File: config.mk
export PLATFORM = sky130hd
export DESIGN_NAME = dirty_tile_scatter
export DESIGN_NICKNAME = d
export VERILOG_FILES = /design/src/hdl/dts_pkg.sv /design/src/hdl/dirty_tile_scatter.sv /design/src/hdl/dts_ram.sv /design/src/hdl/dts_div.sv /design/src/hdl/dts_fifo.sv /design/src/hdl/dts_front.sv /design/src/hdl/dts_back.sv
export SDC_FILE = /design/constraint.sdc
export NUM_CORES = 2
export LEC_CHECK = 0
export BUFFER_PORTS_ARGS = -buffer_cell sky130_fd_sc_hd__buf_2
export CAP_MARGIN = 20
export CORE_MARGIN = 4
export CORE_UTILIZATION = 46
export CTS_BUF_LIST = sky130_fd_sc_hd__clkbuf_4
export CTS_CLUSTER_DIAMETER = 60
export DETAILED_ROUTE_END_ITERATION = 16
export MAX_ROUTING_LAYER = met4
export PLACE_DENSITY = 0.67
export SYNTH_ARGS = -nofsm -noshare
export SYNTH_HDL_FRONTEND = slang
export SYNTH_SLANG_ARGS = --single-unit
File: constraint.sdc
create_clock -name clock -period 16.4 [get_ports clock]
set_input_delay 2.46 -clock clock [delete_from_list [all_inputs] [get_ports clock]]
set_output_delay 2.46 -clock clock [all_outputs]
set_load 0.01 [all_outputs]
File: src/hdl/dts_pkg.sv
`default_nettype none
package dts_pkg;

   localparam int MAX_TILES  = 1024;
   localparam int MAX_DIM    = 4096;
   localparam int MAP_WORD_W = 64;
   localparam int MAP_BIT_W  = $clog2(MAP_WORD_W);
   localparam int MAP_WORDS  = (MAX_TILES + MAP_WORD_W - 1) / MAP_WORD_W;
   localparam int MAP_AW     = $clog2(MAP_WORDS);

   localparam int TILE_CAP   = 32;
   localparam int ROWCOL_W   = $clog2(TILE_CAP);
   localparam int TILE_IDX_W = $clog2(TILE_CAP * TILE_CAP);

   localparam int DIM_W      = 13;
   localparam int CNT_W      = 6;
   localparam int POS_W      = 12;
   localparam int COORD_W    = ROWCOL_W + DIM_W;
   localparam int ADDR_W     = 24;
   localparam int PIX_W      = 32;
   localparam int KIND_W     = 2;
   localparam int IDX_W      = 4;

   localparam int Q_DEPTH    = 4;
   localparam int Q_AW       = $clog2(Q_DEPTH);

   localparam int DIV_STEPS  = DIM_W;
   localparam int DIV_CNT_W  = $clog2(DIV_STEPS);

   localparam int CSR_IDX_W  = 2;
   localparam int CSR_DATA_W = DIM_W;

   localparam logic [KIND_W-1:0] KIND_START = 2'd0;
   localparam logic [KIND_W-1:0] KIND_MAP   = 2'd1;
   localparam logic [KIND_W-1:0] KIND_PIXEL = 2'd2;

   localparam logic [CSR_IDX_W-1:0] CSR_FRAME_WIDTH  = 2'd0;
   localparam logic [CSR_IDX_W-1:0] CSR_FRAME_HEIGHT = 2'd1;
   localparam logic [CSR_IDX_W-1:0] CSR_TILES_ACROSS = 2'd2;
   localparam logic [CSR_IDX_W-1:0] CSR_TILES_DOWN   = 2'd3;

   localparam logic [DIM_W-1:0] FRAME_WIDTH_RST  = 13'd1024;
   localparam logic [DIM_W-1:0] FRAME_HEIGHT_RST = 13'd1024;
   localparam logic [CNT_W-1:0] TILES_ACROSS_RST = 6'd16;
   localparam logic [CNT_W-1:0] TILES_DOWN_RST   = 6'd16;

   typedef enum logic [1:0] {
      OP_START,
      OP_MAP,
      OP_PIXEL
   } dts_op_kind_type;

   typedef enum logic [2:0] {
      B_IDLE,
      B_DIV_W,
      B_DIV_H,
      B_SEEK,
      B_TEST,
      B_XY,
      B_EMIT
   } dts_back_state_type;

   typedef struct packed {
      logic [KIND_W-1:0]     kind;
      logic [IDX_W-1:0]      map_index;
      logic [MAP_WORD_W-1:0] map_word;
      logic [PIX_W-1:0]      pixel;
   } dts_req_type;

   typedef struct packed {
      logic [ADDR_W-1:0] address;
      logic [PIX_W-1:0]  pixel_out;
      logic              last;
      logic              dropped;
   } dts_rsp_type;

   typedef struct packed {
      dts_op_kind_type       op;
      logic [IDX_W-1:0]      index;
      logic [MAP_WORD_W-1:0] data;
   } dts_op_type;

   // frame sizes and tile counts, already clamped
   typedef struct packed {
      logic [DIM_W-1:0] fw;
      logic [DIM_W-1:0] fh;
      logic [CNT_W-1:0] across;
      logic [CNT_W-1:0] down;
   } dts_cfg_type;

   function automatic logic [DIM_W-1:0] cap_dim(input logic [DIM_W-1:0] v);
      if (32'(v) > MAX_DIM) begin
         return DIM_W'(MAX_DIM);
      end
      return v;
   endfunction

   function automatic logic [CNT_W-1:0] cap_count(input logic [CNT_W-1:0] v);
      if (32'(v) > TILE_CAP) begin
         return CNT_W'(TILE_CAP);
      end
      return v;
   endfunction

endpackage
`default_nettype wire

File: src/hdl/dirty_tile_scatter.sv
`default_nettype none
// channel   ports                                   transfer when
// req       req_valid  req_ready  req_data          req_valid && req_ready
// rsp       rsp_valid  rsp_ready  rsp_data          rsp_valid && rsp_ready
// csr       csr_valid  csr_ready  csr_index csr_data csr_valid && csr_ready (always ready)
//
// Pixel in a located tile: placed in IDLE, sent from EMIT (a tile's last seeks first).
// Tile search: each tile probed takes a registered map RAM read (SEEK), then a bit test (TEST);
// a tile-row wrap takes a SEEK step; start takes two 13-step divisions;
// a map load is written to the map RAM from IDLE. A 4-entry queue sits between front and back.
// Synchronous active-high reset; the map RAM is not cleared.
// rsp backpressure stalls only the back; the front keeps filling the queue.
module dirty_tile_scatter (
   input  wire logic                                clock,
   input  wire logic                                reset,
   input  wire logic                                req_valid,
   output logic                                     req_ready,
   input  wire dts_pkg::dts_req_type                req_data,
   output logic                                     rsp_valid,
   input  wire logic                                rsp_ready,
   output dts_pkg::dts_rsp_type                     rsp_data,
   input  wire logic                                csr_valid,
   output logic                                     csr_ready,
   input  wire logic [dts_pkg::CSR_IDX_W-1:0]       csr_index,
   input  wire logic [dts_pkg::CSR_DATA_W-1:0]      csr_data
);

   logic [dts_pkg::DIM_W-1:0] frame_width_ff, frame_width_in;
   logic [dts_pkg::DIM_W-1:0] frame_height_ff, frame_height_in;
   logic [dts_pkg::CNT_W-1:0] tiles_across_ff, tiles_across_in;
   logic [dts_pkg::CNT_W-1:0] tiles_down_ff, tiles_down_in;
   logic                      csr_wr;
   dts_pkg::dts_cfg_type      cfg;

   logic                      push_valid;
   logic                      push_ready;
   dts_pkg::dts_op_type       push_op;
   logic                      head_valid;
   logic                      head_pop;
   dts_pkg::dts_op_type       head;

   assign csr_ready = 1'b1;
   assign csr_wr    = csr_valid && csr_ready;

   always_comb begin
      frame_width_in  = frame_width_ff;
      frame_height_in = frame_height_ff;
      tiles_across_in = tiles_across_ff;
      tiles_down_in   = tiles_down_ff;
      if (csr_wr) begin
         unique case (csr_index)
            dts_pkg::CSR_FRAME_WIDTH:  frame_width_in  = csr_data;
            dts_pkg::CSR_FRAME_HEIGHT: frame_height_in = csr_data;
            dts_pkg::CSR_TILES_ACROSS: tiles_across_in = csr_data[dts_pkg::CNT_W-1:0];
            dts_pkg::CSR_TILES_DOWN:   tiles_down_in   = csr_data[dts_pkg::CNT_W-1:0];
            default:                   frame_width_in  = frame_width_ff;
         endcase
      end
   end

   always_ff @(posedge clock) begin
      if (reset) begin
         frame_width_ff  <= dts_pkg::FRAME_WIDTH_RST;
         frame_height_ff <= dts_pkg::FRAME_HEIGHT_RST;
         tiles_across_ff <= dts_pkg::TILES_ACROSS_RST;
         tiles_down_ff   <= dts_pkg::TILES_DOWN_RST;
      end else begin
         frame_width_ff  <= frame_width_in;
         frame_height_ff <= frame_height_in;
         tiles_across_ff <= tiles_across_in;
         tiles_down_ff   <= tiles_down_in;
      end
   end

   assign cfg.fw     = dts_pkg::cap_dim(frame_width_ff);
   assign cfg.fh     = dts_pkg::cap_dim(frame_height_ff);
   assign cfg.across = dts_pkg::cap_count(tiles_across_ff);
   assign cfg.down   = dts_pkg::cap_count(tiles_down_ff);

   dts_front u_front (
      .req_valid  (req_valid),
      .req_ready  (req_ready),
      .req_data   (req_data),
      .push_valid (push_valid),
      .push_ready (push_ready),
      .push_op    (push_op)
   );

   dts_fifo u_fifo (
      .clock      (clock),
      .reset      (reset),
      .push_valid (push_valid),
      .push_ready (push_ready),
      .push_op    (push_op),
      .pop_valid  (head_valid),
      .pop_ready  (head_pop),
      .pop_op     (head)
   );

   dts_back u_back (
      .clock      (clock),
      .reset      (reset),
      .cfg        (cfg),
      .cfg_wr     (csr_wr),
      .head_valid (head_valid),
      .head_pop   (head_pop),
      .head       (head),
      .rsp_valid  (rsp_valid),
      .rsp_ready  (rsp_ready),
      .rsp_data   (rsp_data)
   );

   a_last_not_dropped: assert property (@(posedge clock) disable iff (reset)
      rsp_valid |-> !(rsp_data.last && rsp_data.dropped))
      else $error("result flagged both last and dropped");

   a_dropped_addr_zero: assert property (@(posedge clock) disable iff (reset)
      (rsp_valid && rsp_data.dropped) |-> rsp_data.address == '0)
      else $error("dropped pixel carries a nonzero address");

   a_reset_clears_rsp: assert property (@(posedge clock)
      reset |=> !rsp_valid)
      else $error("result valid right after reset");

endmodule
`default_nettype wire

File: src/hdl/dts_ram.sv
`default_nettype none
module dts_ram #(
   parameter int WIDTH = 64,
   parameter int DEPTH = 16
) (
   input  wire logic                     clock,
   input  wire logic                     wr_en,
   input  wire logic [$clog2(DEPTH)-1:0] wr_addr,
   input  wire logic [WIDTH-1:0]         wr_data,
   input  wire logic                     rd_en,
   input  wire logic [$clog2(DEPTH)-1:0] rd_addr,
   output logic      [WIDTH-1:0]         rd_data
);

   logic [WIDTH-1:0] mem_ff [DEPTH];
   logic [WIDTH-1:0] rd_data_ff;

   always_ff @(posedge clock) begin
      if (wr_en) begin
         mem_ff[wr_addr] <= wr_data;
      end
      if (rd_en) begin
         rd_data_ff <= mem_ff[rd_addr];
      end
   end

   assign rd_data = rd_data_ff;

endmodule
`default_nettype wire

File: src/hdl/dts_div.sv
`default_nettype none
module dts_div (
   input  wire logic                       clock,
   input  wire logic                       reset,
   input  wire logic                       go,
   input  wire logic [dts_pkg::DIM_W-1:0]  dividend,
   input  wire logic [dts_pkg::CNT_W-1:0]  divisor,
   output logic                            done,
   output logic      [dts_pkg::DIM_W-1:0]  quotient
);

   logic                           busy_ff, busy_in;
   logic                           done_ff, done_in;
   logic                           zero_ff, zero_in;
   logic [dts_pkg::DIV_CNT_W-1:0]  cnt_ff, cnt_in;
   logic [dts_pkg::CNT_W-1:0]      rem_ff, rem_in;
   logic [dts_pkg::CNT_W-1:0]      dvs_ff, dvs_in;
   logic [dts_pkg::DIM_W-1:0]      quo_ff, quo_in;
   logic [dts_pkg::CNT_W:0]        trial;
   logic                           fits;

   // restoring division, one quotient bit per cycle
   always_comb begin
      trial   = {rem_ff, quo_ff[dts_pkg::DIM_W-1]};
      fits    = trial >= {1'b0, dvs_ff};
      busy_in = busy_ff;
      done_in = 1'b0;
      zero_in = zero_ff;
      cnt_in  = cnt_ff;
      rem_in  = rem_ff;
      dvs_in  = dvs_ff;
      quo_in  = quo_ff;
      if (go) begin
         busy_in = 1'b1;
         zero_in = divisor == '0;
         cnt_in  = dts_pkg::DIV_CNT_W'(dts_pkg::DIV_STEPS - 1);
         rem_in  = '0;
         dvs_in  = divisor;
         quo_in  = dividend;
      end else if (busy_ff) begin
         rem_in = fits ? dts_pkg::CNT_W'(trial - {1'b0, dvs_ff})
                       : dts_pkg::CNT_W'(trial);
         quo_in = {quo_ff[dts_pkg::DIM_W-2:0], fits};
         cnt_in = cnt_ff - 1'b1;
         if (cnt_ff == '0) begin
            busy_in = 1'b0;
            done_in = 1'b1;
         end
      end
   end

   always_ff @(posedge clock) begin
      if (reset) begin
         busy_ff <= 1'b0;
         done_ff <= 1'b0;
      end else begin
         busy_ff <= busy_in;
         done_ff <= done_in;
      end
      zero_ff <= zero_in;
      cnt_ff  <= cnt_in;
      rem_ff  <= rem_in;
      dvs_ff  <= dvs_in;
      quo_ff  <= quo_in;
   end

   assign done     = done_ff;
   assign quotient = zero_ff ? '0 : quo_ff;

endmodule
`default_nettype wire

File: src/hdl/dts_fifo.sv
`default_nettype none
module dts_fifo (
   input  wire logic                clock,
   input  wire logic                reset,
   input  wire logic                push_valid,
   output logic                     push_ready,
   input  wire dts_pkg::dts_op_type push_op,
   output logic                     pop_valid,
   input  wire logic                pop_ready,
   output dts_pkg::dts_op_type      pop_op
);

   dts_pkg::dts_op_type          q_ff [dts_pkg::Q_DEPTH];
   logic [dts_pkg::Q_AW-1:0]     wr_ptr_ff, wr_ptr_in;
   logic [dts_pkg::Q_AW-1:0]     rd_ptr_ff, rd_ptr_in;
   logic [dts_pkg::Q_AW:0]       count_ff, count_in;
   logic                         do_push;
   logic                         do_pop;

   assign push_ready = 32'(count_ff) < dts_pkg::Q_DEPTH;
   assign pop_valid  = count_ff != '0;
   assign pop_op     = q_ff[rd_ptr_ff];
   assign do_push    = push_valid && push_ready;
   assign do_pop     = pop_valid && pop_ready;

   always_comb begin
      wr_ptr_in = do_push ? wr_ptr_ff + 1'b1 : wr_ptr_ff;
      rd_ptr_in = do_pop ? rd_ptr_ff + 1'b1 : rd_ptr_ff;
      count_in  = count_ff;
      if (do_push && !do_pop) begin
         count_in = count_ff + 1'b1;
      end else if (do_pop && !do_push) begin
         count_in = count_ff - 1'b1;
      end
   end

   always_ff @(posedge clock) begin
      if (reset) begin
         wr_ptr_ff <= '0;
         rd_ptr_ff <= '0;
         count_ff  <= '0;
      end else begin
         wr_ptr_ff <= wr_ptr_in;
         rd_ptr_ff <= rd_ptr_in;
         count_ff  <= count_in;
      end
      if (do_push) begin
         q_ff[wr_ptr_ff] <= push_op;
      end
   end

endmodule
`default_nettype wire

File: src/hdl/dts_front.sv
`default_nettype none
module dts_front (
   input  wire logic                 req_valid,
   output logic                      req_ready,
   input  wire dts_pkg::dts_req_type req_data,
   output logic                      push_valid,
   input  wire logic                 push_ready,
   output dts_pkg::dts_op_type       push_op
);

   logic keep;

   // unused kinds and map words beyond the bitmap are taken and discarded here
   always_comb begin
      push_op.index = req_data.map_index;
      push_op.data  = req_data.map_word;
      push_op.op    = dts_pkg::OP_PIXEL;
      keep          = 1'b0;
      unique case (req_data.kind)
         dts_pkg::KIND_START: begin
            push_op.op = dts_pkg::OP_START;
            keep       = 1'b1;
         end
         dts_pkg::KIND_MAP: begin
            push_op.op = dts_pkg::OP_MAP;
            keep       = 32'(req_data.map_index) < dts_pkg::MAP_WORDS;
         end
         dts_pkg::KIND_PIXEL: begin
            push_op.op   = dts_pkg::OP_PIXEL;
            push_op.data = dts_pkg::MAP_WORD_W'(req_data.pixel);
            keep         = 1'b1;
         end
         default: begin
            keep = 1'b0;
         end
      endcase
   end

   assign req_ready  = push_ready;
   assign push_valid = req_valid && keep;

endmodule
`default_nettype wire

File: src/hdl/dts_back.sv
`default_nettype none
module dts_back (
   input  wire logic                 clock,
   input  wire logic                 reset,
   input  wire dts_pkg::dts_cfg_type cfg,
   input  wire logic                 cfg_wr,
   input  wire logic                 head_valid,
   output logic                      head_pop,
   input  wire dts_pkg::dts_op_type  head,
   output logic                      rsp_valid,
   input  wire logic                 rsp_ready,
   output dts_pkg::dts_rsp_type      rsp_data
);

   localparam int SUM_W  = dts_pkg::TILE_IDX_W + 1;
   localparam int PROD_W = dts_pkg::COORD_W + dts_pkg::DIM_W;

   dts_pkg::dts_back_state_type state_ff, state_in;

   logic [dts_pkg::CNT_W-1:0]   tcol_ff, tcol_in;
   logic [dts_pkg::CNT_W-1:0]   trow_ff, trow_in;
   logic [dts_pkg::POS_W-1:0]   cit_ff, cit_in;
   logic [dts_pkg::POS_W-1:0]   rit_ff, rit_in;
   logic [dts_pkg::DIM_W-1:0]   tw_ff, tw_in;
   logic [dts_pkg::DIM_W-1:0]   th_ff, th_in;
   logic                        active_ff, active_in;
   logic                        found_ff, found_in;
   logic                        seek_end_ff, seek_end_in;
   logic [dts_pkg::PIX_W-1:0]   pix_ff, pix_in;
   logic [dts_pkg::COORD_W-1:0] y_ff, y_in;
   logic [dts_pkg::COORD_W-1:0] x_ff, x_in;
   logic                        last_ff, last_in;
   logic                        drop_ff, drop_in;
   logic                        rsp_valid_ff, rsp_valid_in;
   dts_pkg::dts_rsp_type        rsp_ff, rsp_in;

   logic                           div_go;
   logic [dts_pkg::DIM_W-1:0]      div_dividend;
   logic [dts_pkg::CNT_W-1:0]      div_divisor;
   logic                           div_done;
   logic [dts_pkg::DIM_W-1:0]      div_q;

   logic                           ram_we;
   logic                           ram_re;
   logic [dts_pkg::MAP_WORD_W-1:0] ram_rdata;

   logic                        out_free;
   logic                        seek_fail;
   logic                        col_wrap;
   logic [SUM_W-1:0]            tile_sum;
   logic                        tile_hit;
   logic                        do_xy;
   logic                        fast_pix;
   logic [dts_pkg::DIM_W-1:0]   cit_inc;
   logic [dts_pkg::DIM_W-1:0]   rit_inc;
   logic                        col_end;
   logic                        row_end;
   dts_pkg::dts_back_state_type xy_next;
   logic [PROD_W-1:0]           addr_full;

   dts_div u_div (
      .clock    (clock),
      .reset    (reset),
      .go       (div_go),
      .dividend (div_dividend),
      .divisor  (div_divisor),
      .done     (div_done),
      .quotient (div_q)
   );

   dts_ram #(
      .WIDTH (dts_pkg::MAP_WORD_W),
      .DEPTH (dts_pkg::MAP_WORDS)
   ) u_map (
      .clock   (clock),
      .wr_en   (ram_we),
      .wr_addr (dts_pkg::MAP_AW'(head.index)),
      .wr_data (head.data),
      .rd_en   (ram_re),
      .rd_addr (dts_pkg::MAP_AW'(tile_sum >> dts_pkg::MAP_BIT_W)),
      .rd_data (ram_rdata)
   );

   assign out_free  = !rsp_valid_ff || rsp_ready;
   assign seek_fail = tw_ff == '0 || th_ff == '0 || trow_ff >= cfg.down;
   assign col_wrap  = tcol_ff >= cfg.across;
   assign tile_sum  = SUM_W'(trow_ff[dts_pkg::ROWCOL_W-1:0]) * SUM_W'(cfg.across)
                    + SUM_W'(tcol_ff[dts_pkg::ROWCOL_W-1:0]);
   assign tile_hit  = (32'(tile_sum) < dts_pkg::MAX_TILES)
                    && ram_rdata[tile_sum[dts_pkg::MAP_BIT_W-1:0]];
   assign ram_re    = state_ff == dts_pkg::B_SEEK;

   assign fast_pix  = state_ff == dts_pkg::B_IDLE && head_valid
                    && head.op == dts_pkg::OP_PIXEL && active_ff && found_ff;
   assign do_xy     = fast_pix || state_ff == dts_pkg::B_XY;
   assign cit_inc   = dts_pkg::DIM_W'(cit_ff) + 1'b1;
   assign rit_inc   = dts_pkg::DIM_W'(rit_ff) + 1'b1;
   assign col_end   = cit_inc >= tw_ff;
   assign row_end   = rit_inc >= th_ff;
   assign xy_next   = (col_end && row_end) ? dts_pkg::B_SEEK : dts_pkg::B_EMIT;
   assign addr_full = PROD_W'(y_ff) * PROD_W'(cfg.fw) + PROD_W'(x_ff);

   assign div_dividend = (state_ff == dts_pkg::B_DIV_W) ? cfg.fh : cfg.fw;
   assign div_divisor  = (state_ff == dts_pkg::B_DIV_W) ? cfg.down : cfg.across;

   // next state
   always_comb begin
      state_in = state_ff;
      unique case (state_ff)
         dts_pkg::B_IDLE: begin
            if (head_valid) begin
               unique case (head.op)
                  dts_pkg::OP_START: state_in = dts_pkg::B_DIV_W;
                  dts_pkg::OP_MAP:   state_in = dts_pkg::B_IDLE;
                  dts_pkg::OP_PIXEL: begin
                     if (!active_ff) begin
                        state_in = dts_pkg::B_EMIT;
                     end else if (found_ff) begin
                        state_in = xy_next;
                     end else begin
                        state_in = dts_pkg::B_SEEK;
                     end
                  end
                  default: state_in = dts_pkg::B_IDLE;
               endcase
            end
         end
         dts_pkg::B_DIV_W: begin
            if (div_done) begin
               state_in = dts_pkg::B_DIV_H;
            end
         end
         dts_pkg::B_DIV_H: begin
            if (div_done) begin
               state_in = dts_pkg::B_IDLE;
            end
         end
         dts_pkg::B_SEEK: begin
            priority if (seek_fail) begin
               state_in = dts_pkg::B_EMIT;
            end else if (col_wrap) begin
               state_in = dts_pkg::B_SEEK;
            end else begin
               state_in = dts_pkg::B_TEST;
            end
         end
         dts_pkg::B_TEST: begin
            if (!tile_hit) begin
               state_in = dts_pkg::B_SEEK;
            end else if (seek_end_ff) begin
               state_in = dts_pkg::B_EMIT;
            end else begin
               state_in = dts_pkg::B_XY;
            end
         end
         dts_pkg::B_XY: state_in = xy_next;
         dts_pkg::B_EMIT: begin
            if (out_free) begin
               state_in = dts_pkg::B_IDLE;
            end
         end
         default: state_in = dts_pkg::B_IDLE;
      endcase
   end

   // datapath and outputs
   always_comb begin
      tcol_in     = tcol_ff;
      trow_in     = trow_ff;
      cit_in      = cit_ff;
      rit_in      = rit_ff;
      tw_in       = tw_ff;
      th_in       = th_ff;
      active_in   = active_ff;
      found_in    = found_ff;
      seek_end_in = seek_end_ff;
      pix_in      = pix_ff;
      y_in        = y_ff;
      x_in        = x_ff;
      last_in     = last_ff;
      drop_in     = drop_ff;
      head_pop    = 1'b0;
      ram_we      = 1'b0;
      div_go      = 1'b0;
      rsp_valid_in = rsp_valid_ff && !rsp_ready;
      rsp_in       = rsp_ff;

      unique case (state_ff)
         dts_pkg::B_IDLE: begin
            if (head_valid) begin
               head_pop = 1'b1;
               unique case (head.op)
                  dts_pkg::OP_START: begin
                     div_go    = 1'b1;
                     tcol_in   = '0;
                     trow_in   = '0;
                     cit_in    = '0;
                     rit_in    = '0;
                     found_in  = 1'b0;
                     active_in = 1'b1;
                  end
                  dts_pkg::OP_MAP: begin
                     ram_we   = 1'b1;
                     found_in = 1'b0;
                  end
                  dts_pkg::OP_PIXEL: begin
                     pix_in      = head.data[dts_pkg::PIX_W-1:0];
                     seek_end_in = 1'b0;
                     if (!active_ff) begin
                        y_in    = '0;
                        x_in    = '0;
                        last_in = 1'b0;
                        drop_in = 1'b1;
                     end
                  end
                  default: head_pop = 1'b1;
               endcase
            end
         end
         dts_pkg::B_DIV_W: begin
            if (div_done) begin
               tw_in  = div_q;
               div_go = 1'b1;
            end
         end
         dts_pkg::B_DIV_H: begin
            if (div_done) begin
               th_in = div_q;
            end
         end
         dts_pkg::B_SEEK: begin
            priority if (seek_fail) begin
               active_in = 1'b0;
               if (seek_end_ff) begin
                  last_in = 1'b1;
                  drop_in = 1'b0;
               end else begin
                  y_in    = '0;
                  x_in    = '0;
                  last_in = 1'b0;
                  drop_in = 1'b1;
               end
            end else if (col_wrap) begin
               tcol_in = '0;
               trow_in = trow_ff + 1'b1;
            end else begin
               tcol_in = tcol_ff;
            end
         end
         dts_pkg::B_TEST: begin
            if (tile_hit) begin
               found_in = 1'b1;
               last_in  = 1'b0;
               drop_in  = 1'b0;
            end else begin
               tcol_in = tcol_ff + 1'b1;
            end
         end
         dts_pkg::B_XY: begin
            seek_end_in = seek_end_ff;
         end
         dts_pkg::B_EMIT: begin
            if (out_free) begin
               rsp_valid_in      = 1'b1;
               rsp_in.address    = addr_full[dts_pkg::ADDR_W-1:0];
               rsp_in.pixel_out  = pix_ff;
               rsp_in.last       = last_ff;
               rsp_in.dropped    = drop_ff;
            end
         end
         default: head_pop = 1'b0;
      endcase

      // place the pixel and step the position inside the tile
      if (do_xy) begin
         y_in = dts_pkg::COORD_W'(trow_ff[dts_pkg::ROWCOL_W-1:0]) * dts_pkg::COORD_W'(th_ff)
              + dts_pkg::COORD_W'(rit_ff);
         x_in = dts_pkg::COORD_W'(tcol_ff[dts_pkg::ROWCOL_W-1:0]) * dts_pkg::COORD_W'(tw_ff)
              + dts_pkg::COORD_W'(cit_ff);
         last_in = 1'b0;
         drop_in = 1'b0;
         if (col_end) begin
            cit_in = '0;
            if (row_end) begin
               rit_in      = '0;
               tcol_in     = tcol_ff + 1'b1;
               found_in    = 1'b0;
               seek_end_in = 1'b1;
            end else begin
               rit_in = dts_pkg::POS_W'(rit_inc);
            end
         end else begin
            cit_in = dts_pkg::POS_W'(cit_inc);
         end
      end

      // a new tile count moves every tile index
      if (cfg_wr) begin
         found_in = 1'b0;
      end
   end

   always_ff @(posedge clock) begin
      if (reset) begin
         state_ff     <= dts_pkg::B_IDLE;
         tcol_ff      <= '0;
         trow_ff      <= '0;
         cit_ff       <= '0;
         rit_ff       <= '0;
         tw_ff        <= '0;
         th_ff        <= '0;
         active_ff    <= 1'b0;
         found_ff     <= 1'b0;
         seek_end_ff  <= 1'b0;
         rsp_valid_ff <= 1'b0;
      end else begin
         state_ff     <= state_in;
         tcol_ff      <= tcol_in;
         trow_ff      <= trow_in;
         cit_ff       <= cit_in;
         rit_ff       <= rit_in;
         tw_ff        <= tw_in;
         th_ff        <= th_in;
         active_ff    <= active_in;
         found_ff     <= found_in;
         seek_end_ff  <= seek_end_in;
         rsp_valid_ff <= rsp_valid_in;
      end
      pix_ff  <= pix_in;
      y_ff    <= y_in;
      x_ff    <= x_in;
      last_ff <= last_in;
      drop_ff <= drop_in;
      rsp_ff  <= rsp_in;
   end

   assign rsp_valid = rsp_valid_ff;
   assign rsp_data  = rsp_ff;

endmodule
`default_nettype wire
==> qor.json <==
{
  "ioPinCount": {"value": 183},
  "tritoncts": {"value": "built"},
  "initialDrtViolationCount": {"value": 3349},
  "yosys_most_used_dff": {"value": "sky130_fd_sc_hd__edfxtp_1"},
  "cts_made_buffers": {"value": 417},
  "place.detailed.hpwl": {"value": 102, "unit": "mm"},
  "row_count": {"value": 148},
  "gr-usage-all-layers": {"value": 20.9, "unit": "%"},
  "total_negative_setup_slack": {"value": 0, "unit": "ns"},
  "distinct_cells_synth": {"value": 77},
  "setup_repair_after_global_routing_missed_its_margin": {"value": "no"},
  "reg2reg_setup_slack": {"value": 9.03, "unit": "ns"},
  "post-cts-setup-buffers": {"value": 0},
  "number_of_antenna_violations_at_the_first_check_in_global_routing": {"value": 8},
  "yosys-top-cells-count": {"value": "1514 x sky130_fd_sc_hd__edfxtp_1, 480 x sky130_fd_sc_hd__nand2_1, 404 x sky130_fd_sc_hd__mux4_2"},
  "syn-instance-count": {"value": 4645},
  "report.final.setup_viol": {"value": 0},
  "timing.max_slew.rel_slack": {"value": 25.8, "unit": "%"},
  "tightestPinTransition": {"value": 1.11, "unit": "ns"},
  "drt_pass1_iterations": {"value": 5},
  "synth_top_cell_area_share": {"value": 60.0, "unit": "%"},
  "setup.worst_path.start_class": {"value": "register"},
  "ys_seq_elements": {"value": 1644},
  "reg2regPathDepth": {"value": 16},
  "coreArea": {"value": 163000, "unit": "um^2"},
  "yosysWarnings": {"value": 0},
  "clk_path_buf_depth": {"value": 4},
  "depth_of_the_cts_h_tree": {"value": 5},
  "finish.instance_area": {"value": 84100, "unit": "um^2"},
  "grt_pass1_wl": {"value": 262, "unit": "mm"},
  "first_global_vias": {"value": 43600},
  "endpoint_kind": {"value": "register"},
  "area_of_the_mapped_netlist": {"value": 75800, "unit": "um^2"},
  "number_of_gates_resized_after_cts": {"value": 0},
  "synthToLayoutAreaGrowth": {"value": 11.0, "unit": "%"},
  "clock_sink_total": {"value": 1644},
  "design.die.area": {"value": 171000, "unit": "um^2"},
  "maxClockFrequency": {"value": 136, "unit": "MHz"},
  "hold-path-endpoint": {"value": "u_back.rsp_data[7]"},
  "synth.largest_area_cell": {"value": "sky130_fd_sc_hd__edfxtp_1"},
  "asyncSetResetFlopFracSynth": {"value": 0, "unit": "%"},
  "share_of_final_layout_standard_cells_stronger_than_drive_strength_1": {"value": 24.4, "unit": "%"},
  "dpl_cell_area": {"value": 79300, "unit": "um^2"},
  "die_height": {"value": 414, "unit": "um"},
  "holdBufCountCts": {"value": 0},
  "worstSetupPathType": {"value": "reg2reg"},
  "finalWirelength": {"value": 170, "unit": "mm"},
  "timing_hold_violations_final": {"value": 0},
  "period_share": {"value": 44.9, "unit": "%"},
  "power_density": {"value": 123, "unit": "nW/um^2"},
  "critical_path.reg2reg.endpoint": {"value": "u_back.u_map.rd_data[45]"},
  "finalPower": {"value": 10400, "unit": "uW"},
  "final.setup_skew": {"value": 0.212, "unit": "ns"},
  "yosys.cell_count.top_type": {"value": "sky130_fd_sc_hd__edfxtp_1"},
  "layout.cells.non_filler": {"value": 7552},
  "arrival": {"value": 8.29, "unit": "ns"},
  "cts.clk_slew.worst_paths": {"value": 0.07, "unit": "ns"},
  "drt-vias-per-instance": {"value": 5.49},
  "fin_crit": {"value": 7.37, "unit": "ns"},
  "fillers": {"value": 13400},
  "drc_viols": {"value": 0},
  "final_weighted_congestion_in_routability_driven_placement": {"value": 0.853},
  "postSynthNetCount": {"value": 5238},
  "sequential_element_share_of_the_synthesized_area": {"value": 63.4, "unit": "%"},
  "clock_latency_reported_for_the_late_side_of_the_worst_skew_pair": {"value": 1.39, "unit": "ns"},
  "min_path_type": {"value": "reg2reg"},
  "irDropWorstVdd": {"value": 0.107, "unit": "mV"},
  "max_cap_viol_count": {"value": 0},
  "worstHoldPathCells": {"value": 0},
  "floorplan.initialDensity": {"value": 46.4, "unit": "%"},
  "count_of_buffers_from_port_buffering": {"value": 181},
  "power.leakage": {"value": 0.0299, "unit": "uW"},
  "report.final.slew_viol_count": {"value": 0},
  "critPathMaxFanout": {"value": 67},
  "vias": {"value": 41400},
  "final.hold.worst_slack": {"value": 0.381, "unit": "ns"},
  "finalNetCount": {"value": 5706},
  "cts_root_buf": {"value": "sky130_fd_sc_hd__clkbuf_4"},
  "final_antenna_net_count": {"value": 0},
  "status": {"value": "complete, no violations"},
  "synth_edf_count": {"value": 1514},
  "reg2reg_from": {"value": "tiles_across_ff[5]"},
  "route.detailed.wl_per_inst": {"value": 22.6, "unit": "um"},
  "grt_start_max_net_pins": {"value": 110},
  "postSynthAreaPerCell": {"value": 16.3, "unit": "um^2"},
  "dp_cells": {"value": 6864},
  "hp-start": {"value": "u_back.pix_ff[5]"},
  "gr-total-overflow": {"value": 0},
  "fp.dieW": {"value": 414, "unit": "um"},
  "cp.required": {"value": 17.32, "unit": "ns"},
  "synth.top_cells.by_area": {"value": "sky130_fd_sc_hd__edfxtp_1 60%, sky130_fd_sc_hd__mux4_2 12%, sky130_fd_sc_hd__fa_1 7.4%"}
}
==> worst max-delay path by stage <==
| stage | startpoint | endpoint | cells past startpoint |
|---|---|---|---|
| floorplan | frame_width_ff[12] | u_back.rsp_data[56] | 24 |
| global placement | frame_width_ff[12] | u_back.rsp_data[56] | 21 |
| detailed placement | frame_width_ff[12] | u_back.rsp_data[56] | 21 |
| CTS | tiles_across_ff[5] | u_back.u_map.rd_data[45] | 16 |
| global route | tiles_across_ff[5] | u_back.u_map.rd_data[45] | 16 |
| finish | tiles_across_ff[5] | u_back.u_map.rd_data[45] | 16 |
==> where the power goes <==
group          internal [uW]  switching (uW)
logic                    588            1190
clock network           1630            1560
registers               5250             160
total                   7460            2910
==> placed cells by master, fill, tap and decap left out, types with 70 or more instances in the layout <==
cell                       instances
sky130_fd_sc_hd__a21oi_1         133
sky130_fd_sc_hd__and2_1          192
sky130_fd_sc_hd__buf_2           180
sky130_fd_sc_hd__buf_4            73
sky130_fd_sc_hd__clkbuf_4        576
sky130_fd_sc_hd__clkinv_1         70
sky130_fd_sc_hd__dfxtp_1         128
sky130_fd_sc_hd__edfxtp_1       1514
sky130_fd_sc_hd__fa_1            280
sky130_fd_sc_hd__ha_1            191
sky130_fd_sc_hd__inv_1           379
sky130_fd_sc_hd__mux4_2          404
sky130_fd_sc_hd__nand2_1         480
sky130_fd_sc_hd__nor2_1          184
==> critical path, cell delays in order, from the launching register on <==
cell,delay [ns]
sky130_fd_sc_hd__dfxtp_1,0.41
sky130_fd_sc_hd__nor2b_1,0.49
sky130_fd_sc_hd__nand2_1,0.15
sky130_fd_sc_hd__fa_1,0.51
sky130_fd_sc_hd__fa_1,0.56
sky130_fd_sc_hd__inv_1,0.05
sky130_fd_sc_hd__fa_1,0.44
sky130_fd_sc_hd__ha_1,0.32
sky130_fd_sc_hd__a21oi_1,0.20
sky130_fd_sc_hd__nand2b_1,0.16
sky130_fd_sc_hd__a21oi_1,0.12
sky130_fd_sc_hd__nor2_4,0.11
sky130_fd_sc_hd__buf_4,0.78
sky130_fd_sc_hd__buf_4,0.83
sky130_fd_sc_hd__buf_4,0.86
sky130_fd_sc_hd__mux4_2,0.42
sky130_fd_sc_hd__mux4_2,0.46
==> state kept, by name, indices dropped and copies added, names as in the netlist, 4 cells and up, named ones only <==
| name | flops |
|---|---|
| u_back.tcol_ff | 6 |
| u_fifo.q_ff | 280 |
| frame_height_ff | 13 |
| u_back.cit_ff | 12 |
| tiles_down_ff | 6 |
| tiles_across_ff | 6 |
| u_back.u_div.dvs_ff | 6 |
| u_back.u_div.cnt_ff | 4 |
| u_back.pix_ff | 32 |
| u_back.rit_ff | 12 |
| u_back.x_ff | 18 |
| u_back.rsp_data | 58 |
| u_back.y_ff | 18 |
| u_back.u_map.mem_ff | 1024 |
| u_back.trow_ff | 6 |
| u_back.tw_ff | 13 |
| frame_width_ff | 13 |
| u_back.th_ff | 13 |
| u_back.u_map.rd_data | 64 |
| u_back.u_div.quo_ff | 13 |
| u_back.u_div.rem_ff | 6 |
==> area by class of cell <==
class / instances / area (um^2) / share of cell area (%)
diodes: 16 / 40.0 / 0.0476
clock buffers: 576 / 4320 / 5.14
clock inverters: 91 / 420 / 0.500
inverters: 381 / 1430 / 1.70
multi-input cells: 2412 / 25600 / 30.4
flip-flops and latches: 1644 / 48100 / 57.2
well taps: 2175 / 2720 / 3.24
repair buffers: 257 / 1520 / 1.81
==> cell families (layout without fill, tap and decap cells) <==
kind of cell	Yosys count	count (layout)	synth area share, %
adder cells (fa/ha/maj)	471	471	10.6
other	1	17	0.00495
AND/OR/NAND/NOR	1093	1093	6.79
XOR/XNOR	97	97	1.13
AO/OA/AOI/OAI	324	324	2.66
buffers and inverters	589	1305	3.05
multiplexers	426	426	12.4
flip-flops	1644	1644	63.4
==> stage by stage <==
stage,util [%],setup slack [ns]
global placement,48.6,9.01
CTS,51.5,9.01
detailed placement,48.6,8.86
global route,51.6,8.57
floorplan,-,10.16
finish,51.6,9.03
==> per-layer routing <==
| layer | wire length, um | global-route usage (%) | vias up |
|---|---|---|---|
| li1 | - | - | 18400 |
| met1 | 70000 | 26.7 | 21400 |
| met2 | 86500 | 34.5 | 1414 |
| met3 | 11000 | 4.09 | 238 |
| met4 | 2940 | 5.66 | 0 |
| met5 | 0 | - | - |
(Power assumes the default switching activity.)
